[config.mk]
export PLATFORM = sky130hd
export DESIGN_NAME = fixed_block_pool_allocator_top
export DESIGN_NICKNAME = d
export VERILOG_FILES = /design/src/rtl/fbpa_pkg.sv /design/src/rtl/fixed_block_pool_allocator_top.sv
export SDC_FILE = /design/constraint.sdc
export NUM_CORES = 2
export LEC_CHECK = 0
export ABC_AREA = 1
export BUFFER_PORTS_ARGS = -buffer_cell sky130_fd_sc_hd__buf_2
export CAP_MARGIN = 20
export CORE_MARGIN = 2
export CORE_UTILIZATION = 45
export CTS_CLUSTER_DIAMETER = 150
export DETAILED_ROUTE_END_ITERATION = 16
export GPL_ROUTABILITY_DRIVEN = 0
export PLACE_DENSITY = 0.69
export SYNTH_ARGS = -nofsm -noshare
export SYNTH_HDL_FRONTEND = slang
export SYNTH_SLANG_ARGS = --single-unit
export TNS_END_PERCENT = 10
[constraint.sdc]
create_clock -name clk -period 10.6 [get_ports clk]
set_input_delay 2.12 -clock clk [delete_from_list [all_inputs] [get_ports clk]]
set_output_delay 2.12 -clock clk [all_outputs]
set_load 0.1 [all_outputs]
[src/rtl/fbpa_pkg.sv]
// Shared constants and codes for the fixed block pool allocator.
package fbpa_pkg;

  // Pool geometry.
  localparam int MAX_BLOCKS = 256;
  localparam int IDX_W      = $clog2(MAX_BLOCKS);
  localparam int CNT_W      = $clog2(MAX_BLOCKS + 1);
  localparam int CMD_W      = 2;
  localparam int ST_W       = 2;

  // Command codes carried on the input tuser.
  typedef enum logic [CMD_W-1:0] {
    CMD_INIT = 2'd0,
    CMD_GET  = 2'd1,
    CMD_PUT  = 2'd2
  } cmd_t;

  // Status codes carried on the output tuser.
  typedef enum logic [ST_W-1:0] {
    ST_OK      = 2'd0,
    ST_EMPTY   = 2'd1,
    ST_BAD_PUT = 2'd2
  } status_t;

endpackage

[src/rtl/fixed_block_pool_allocator_top.sv]
// Top level of the fixed block pool allocator: free list memory and command pipeline.

// The pool keeps its free blocks as a linked list in a 256 x 8 link memory
// with a registered read. For each command beat, the cycle of acceptance
// issues the read of the link behind the current head; the command stage
// then updates head, free count and the link memory and loads the result
// register, stalling while a result still waits on the output. A new beat
// is taken only once that update is done, so the block holds one command
// at a time. The result register lets the next command enter while
// a result still waits on the output. Init clears every per-entry written
// flag at once; an entry never written since init reads as its ascending
// chain value, so there is no clearing pass after reset or init.
module fixed_block_pool_allocator_top (
  input  logic                         clk,
  input  logic                         rst,
  // Configuration: block count taken by the next init.
  input  logic                         cfg_we,
  input  logic [fbpa_pkg::CNT_W-1:0]   cfg_wdata,
  // Command input.
  input  logic                         s_axis_tvalid,
  output logic                         s_axis_tready,
  input  logic [7:0]                   s_axis_tdata,  // [7:0] block_index
  input  logic [fbpa_pkg::CMD_W-1:0]   s_axis_tuser,  // [1:0] command
  // Result output.
  output logic                         m_axis_tvalid,
  input  logic                         m_axis_tready,
  output logic [23:0]                  m_axis_tdata,  // [7:0] granted_index, [16:8] free_count
  output logic [fbpa_pkg::ST_W-1:0]    m_axis_tuser   // [1:0] status
);

  localparam int IDX_W = fbpa_pkg::IDX_W;
  localparam int CNT_W = fbpa_pkg::CNT_W;

  // Link memory and per-entry written flags.
  logic [IDX_W-1:0]            link_mem [fbpa_pkg::MAX_BLOCKS];
  logic [fbpa_pkg::MAX_BLOCKS-1:0] link_written;

  // Pool state.
  logic [CNT_W-1:0] block_count;
  logic [CNT_W-1:0] pool_size;
  logic [CNT_W-1:0] free_blocks;
  logic [IDX_W-1:0] head_index;

  // Command stage.
  logic                       exec_vld;
  logic [fbpa_pkg::CMD_W-1:0] exec_cmd;
  logic [IDX_W-1:0]           exec_idx;
  logic [IDX_W-1:0]           link_rdata;
  logic                       link_rvld;

  // Result register.
  logic                       out_vld;
  logic [IDX_W-1:0]           out_granted;
  logic [fbpa_pkg::ST_W-1:0]  out_status;
  logic [CNT_W-1:0]           out_free;

  // Update values.
  logic                       s_beat;
  logic                       exec_done;
  logic [IDX_W-1:0]           head_link;
  logic [CNT_W-1:0]           init_count;
  logic [CNT_W-1:0]           free_dec;
  logic [IDX_W-1:0]           head_index_next;
  logic [CNT_W-1:0]           free_blocks_next;
  logic [CNT_W-1:0]           pool_size_next;
  logic [IDX_W-1:0]           granted_next;
  logic [fbpa_pkg::ST_W-1:0]  status_next;
  logic                       do_init;
  logic                       do_put;

  // Handshakes: one command in flight, result register drains in parallel.
  assign s_axis_tready = !exec_vld;
  assign s_beat        = s_axis_tvalid && s_axis_tready;
  assign exec_done     = exec_vld && (!out_vld || m_axis_tready);

  // Configuration register.
  always_ff @(posedge clk) begin
    if (rst) begin
      block_count <= CNT_W'(fbpa_pkg::MAX_BLOCKS);
    end else if (cfg_we) begin
      block_count <= cfg_wdata;
    end
  end

  // Link memory: read the head's link on acceptance, write on a good put.
  always_ff @(posedge clk) begin
    if (s_beat) begin
      link_rdata <= link_mem[head_index];
    end
    if (exec_done && do_put) begin
      link_mem[exec_idx] <= head_index;
    end
  end

  // Written flags; an unwritten entry holds its ascending chain value.
  always_ff @(posedge clk) begin
    if (rst) begin
      link_written <= '0;
    end else if (exec_done && do_init) begin
      link_written <= '0;
    end else if (exec_done && do_put) begin
      link_written[exec_idx] <= 1'b1;
    end
  end

  // Command stage registers.
  always_ff @(posedge clk) begin
    if (rst) begin
      exec_vld <= 1'b0;
    end else if (s_beat) begin
      exec_vld <= 1'b1;
    end else if (exec_done) begin
      exec_vld <= 1'b0;
    end
  end

  always_ff @(posedge clk) begin
    if (s_beat) begin
      exec_cmd  <= s_axis_tuser;
      exec_idx  <= s_axis_tdata[IDX_W-1:0];
      link_rvld <= link_written[head_index];
    end
  end

  // Command decode and next pool state.
  always_comb begin
    head_link  = link_rvld ? link_rdata : head_index + IDX_W'(1);
    init_count = (block_count > CNT_W'(fbpa_pkg::MAX_BLOCKS)) ?
                 CNT_W'(fbpa_pkg::MAX_BLOCKS) : block_count;
    free_dec   = free_blocks - CNT_W'(1);

    head_index_next  = head_index;
    free_blocks_next = free_blocks;
    pool_size_next   = pool_size;
    granted_next     = '0;
    status_next      = fbpa_pkg::ST_OK;
    do_init          = 1'b0;
    do_put           = 1'b0;

    unique case (exec_cmd)
      fbpa_pkg::CMD_INIT: begin
        do_init          = 1'b1;
        head_index_next  = '0;
        free_blocks_next = init_count;
        pool_size_next   = init_count;
      end
      fbpa_pkg::CMD_GET: begin
        if (free_blocks == '0) begin
          status_next = fbpa_pkg::ST_EMPTY;
        end else begin
          granted_next     = head_index;
          free_blocks_next = free_dec;
          if (free_dec != '0) begin
            head_index_next = head_link;
          end
        end
      end
      fbpa_pkg::CMD_PUT: begin
        if ({1'b0, exec_idx} >= pool_size || free_blocks >= pool_size) begin
          status_next = fbpa_pkg::ST_BAD_PUT;
        end else begin
          do_put           = 1'b1;
          head_index_next  = exec_idx;
          free_blocks_next = free_blocks + CNT_W'(1);
        end
      end
      default: begin
        status_next = fbpa_pkg::ST_BAD_PUT;
      end
    endcase
  end

  // Pool state registers.
  always_ff @(posedge clk) begin
    if (rst) begin
      head_index  <= '0;
      free_blocks <= CNT_W'(fbpa_pkg::MAX_BLOCKS);
      pool_size   <= CNT_W'(fbpa_pkg::MAX_BLOCKS);
    end else if (exec_done) begin
      head_index  <= head_index_next;
      free_blocks <= free_blocks_next;
      pool_size   <= pool_size_next;
    end
  end

  // Result register.
  always_ff @(posedge clk) begin
    if (rst) begin
      out_vld <= 1'b0;
    end else if (exec_done) begin
      out_vld <= 1'b1;
    end else if (m_axis_tready) begin
      out_vld <= 1'b0;
    end
  end

  always_ff @(posedge clk) begin
    if (exec_done) begin
      out_granted <= granted_next;
      out_status  <= status_next;
      out_free    <= free_blocks_next;
    end
  end

  assign m_axis_tvalid = out_vld;
  assign m_axis_tdata  = {7'd0, out_free, out_granted};
  assign m_axis_tuser  = out_status;

  // The free count never exceeds the pool size taken at init.
  assert property (@(posedge clk) disable iff (rst) free_blocks <= pool_size)
    else $error("free count above pool size");

  // An empty report carries no grant and a zero free count.
  assert property (@(posedge clk) disable iff (rst)
    m_axis_tvalid && m_axis_tuser == fbpa_pkg::ST_EMPTY |->
      m_axis_tdata[7:0] == 8'd0 && m_axis_tdata[16:8] == 9'd0)
    else $error("empty status with grant or nonzero count");

  // A finished command always lands in the result register.
  assert property (@(posedge clk) disable iff (rst) exec_done |=> out_vld)
    else $error("completed command lost its result");

  // A successful get hands out the head that was current.
  assert property (@(posedge clk) disable iff (rst)
    exec_done && exec_cmd == fbpa_pkg::CMD_GET && free_blocks != '0 |=>
      m_axis_tdata[7:0] == $past(head_index))
    else $error("grant differs from list head");

endmodule
==> results by group <==
Layout
  – Multi-input logic area: 26200 µm²
  – Commonest cells after routing, fill and taps aside: nand2_1, edfxtp_1, nor2_1, inv_1, nand3_1
  – Register Area: 68500 µm²
  – Area Overhead vs Synth: 10.0%
  – Post-layout nets: 9789
  – Non-filler cells, final: 12900
  – Share of post-route cells with drive strength above 1: 5.66%
  – Fill cell count: 19500
  – Most common cell after layout, fill and taps aside: nand2_1

Min path
  – Worst min path class: reg -> reg

CTS
  – CTS tree: yes
  – Post-CTS setup buffer count: 0
  – Clk Latency, worst-skew pair: 0.88 ns
  – Total CTS buffers: 220
  – CTS max path bufs: 3
  – # resized after CTS: 0
  – Htree depth: 4
  – CTS Sinks: 2379
  – # hold bufs at CTS: 0
  – Worst-path clk slew: 0.06 ns
  – CTS Root Cell: clkbuf_16

Detailed routing
  – Vias per inst: approximately 5.5
  – Top Metal Used: met5
  – Total Routed Length: 272000 µm
  – Residual DRC count: 0
  – DR WL/cell: approximately 21 µm
  – Via count: 70400
  – Initial DRC Count: 9158
  – Detail Route Antenna Nets: 0
  – First-pass DRT Iterations: 9
  – Met2 WL post-DR: 124000 µm
  – DR WL met3: 27300 µm
  – Met1 wire length: 109000 µm

Synthesis
  – Area of the mapped netlist: 100000 µm²
  – Simple-gate share of the synthesized area: 19.3%
  – Sequential share of the synthesized area: 68.2%
  – Largest family of logic cells by synthesized area: simple AND/OR/NAND/NOR gates
  – Syn avg cell area: 10.1 µm²
  – Mapped Cells: 9926
  – Synth warn: 0
  – XOR/XNOR Fraction of Synth Area: 0.113%
  – Synth Area in Compound Gates: 6.21%
  – Adder-Cell Fraction of Synth Area: 0.324%
  – Mux cell area share after synthesis: 0%
  – Register bit total from synthesis: 2379
  – Post-synthesis cell type count: 37

Timing
  – Setup TNS: 0 ns
  – Final hold violations: 0
  – Min cycle time layout: 5.84 ns
  – Least-Margin Pin Slew: 1.18 ns
  – Fmax: 171 MHz
  – Final setup fails: 0
  – Final period util: between 50% and 60%
  – RSZ-0062 raised after global routing: false
  – Pins Over Slew Limit: 0
  – Skew final: 0.0419 ns
  – Relative slew slack: 21.5%

Global routing
  – GRT overflow: 0
  – Antenna violations before repair: 7
  – Gr usage total: 23.4%
  – Vias in the first global route: between 60000 and 70000
  – First-pass GRT wire length: 408000 µm
  – Pin count of the biggest net entering global routing: 205

Setup path
  – Crit path DAT: 6.34 ns
  – Critical Path Sink Type: flop
  – Crit Path Max Fanout: 23
  – Worst reg-to-reg setup slack: 5.21 ns
  – CP Launch Type: input pin
  – Critical path class: in -> reg
  – Req. time, crit path: 11.10 ns

Die
  – Die ar.: 227000 µm²
  – Row cnt: 173
  – Initial core utilization: between 40% and 50%
  – Die Span Y: 476 µm
  – Die W: 476 µm
  – Ports: between 50 and 60
  – Core ar.: 222000 µm²

Place
  – Post-DP HPWL: 157000 µm
  – Dpl cells: 12500
  – Port bufs: 44

Power
  – Power Dens Cells: 184 nW/µm²
  – Worst vdd rail ir drop: roughly 0.00014 V
  – Leakage: 42.7 nW
  – Tot Pwr: slightly above 20 mW

Run status
  – Status: finished, final reports clean

Job
  – Max-Cap Viols: 0
-- worst max-delay path: stages --
cell and delay, ns:
buf_2 0.08, inv_1 0.04, nand2_1 0.08, nand2_1 0.12
inv_1 0.68, nand3_4 0.60, nor3_2 0.93, nand2_1 0.84
nor2_1 0.81
-- sequential cells by signal (all words and copies together), names as in the netlist --
name and cells:
out_free 9, head_index 8, block_count 9, link_rdata 8, link_rvld 1, pool_size 9
free_blocks 9, exec_idx 8, link_written 256, out_granted 8, m_axis_tvalid 1, link_mem 2048
m_axis_tuser 2, exec_cmd 2, exec_vld 1
-- final cells by class --
type	instances	area share (%)
Timing Repair Buffer	161	1.18
Sequential cell	2379	62.0
Tap cell	2975	3.37
Clock buffer	279	5.35
Inverter	901	3.09
Antenna cell	8	0.0181
Clock inverter	136	1.24
Multi-Input combinational cell	6076	23.7
-- layer usage --
layer | up-vias | track usage, %
met3 | 559 | 4.37
met4 | 2 | 9.79
met2 | 3593 | 36.6
met5 | - | 0
li1 | 32600 | -
met1 | 33700 | 32.0
-- stage by stage --
stage / hold WS (ns) / util, % / cell area (µm²) / setup WS (ns)
2_1_floorplan: 0.426 / - / 100000 / 5.00
3_3_place_gp: 0.432 / 46.4 / 103000 / 4.09
3_5_place_dp: 0.437 / 46.5 / 103000 / 4.01
4_1_cts: 0.446 / 49.7 / 110000 / 4.94
5_1_grt: 0.460 / 49.7 / 110000 / 4.57
6_report: 0.447 / 49.7 / 110000 / 4.76
-- cells by family (layout without fill, tap and decap cells) --
kind of cell             count (synthesis)  count (layout)
buffers and inverters                 1477            1477
adder cells (fa/ha/maj)                 26              26
AO/OA/AOI/OAI                         1186            1186
flip-flops                            2379            2379
XOR/XNOR                                13              13
AND/OR/NAND/NOR                       4844            4844
other                                    1              15
-- synth_stat cells --
cell type  number  area (µm²)
nor3_1          1        5.00
clkbuf_1      332        1250
nor2_4          9         101
a21oi_1       420        2100
nand3_1       822        4110
inv_1         879        3300
buf_4          17         128
xor2_1         12         105
conb_1          1        3.75
a21boi_0        7        52.6
nand2_1      2678       10100
nor2_1       1286        4830
nand4_1        12        75.1
o211ai_1       96         721
xnor2_1         1        8.76
a31oi_1         5        31.3
nor3_2          2        20.0
o21ai_1         2        10.0
buf_1          77         289
nand3_4         1        17.5
o21ai_0       638        3190
o21a_1          2        15.0
inv_2           5        18.8
buf_2         149         746
a21oi_4         1        16.3
or2_2          19         119
buf_6           1        11.3
nand3b_1        3        22.5
dfxtp_1       293        5870
and3_1          6        37.5
o22ai_1        15        93.8
nor4_1          2        12.5
edfxtp_1     2086       62600
nor2_2          2        12.5
clkinv_1       17        63.8
ha_1           26         325
nand3_2         1        10.0
-- final timing paths --
kind                                   to                         start  cells after the start
min          link_written[7]$_SDFFE_PP0P_  link_written[7]$_SDFFE_PP0P_                      2
max reg2reg     link_mem[88][0]$_DFFE_PP_         exec_idx[7]$_DFFE_PP_                     12
max             link_mem[88][0]$_DFFE_PP_                 m_axis_tready                      9
min reg2reg  link_written[7]$_SDFFE_PP0P_  link_written[7]$_SDFFE_PP0P_                      2
-- report_power, final --
part / switching [mW] / internal (mW)
sequential: 0.0707 / 10.3
combinational: 1.55 / 0.438
clock: 3.45 / 4.51
total: 5.07 / 15.3
No activity file was read; power rests on OpenSTA's default activity.
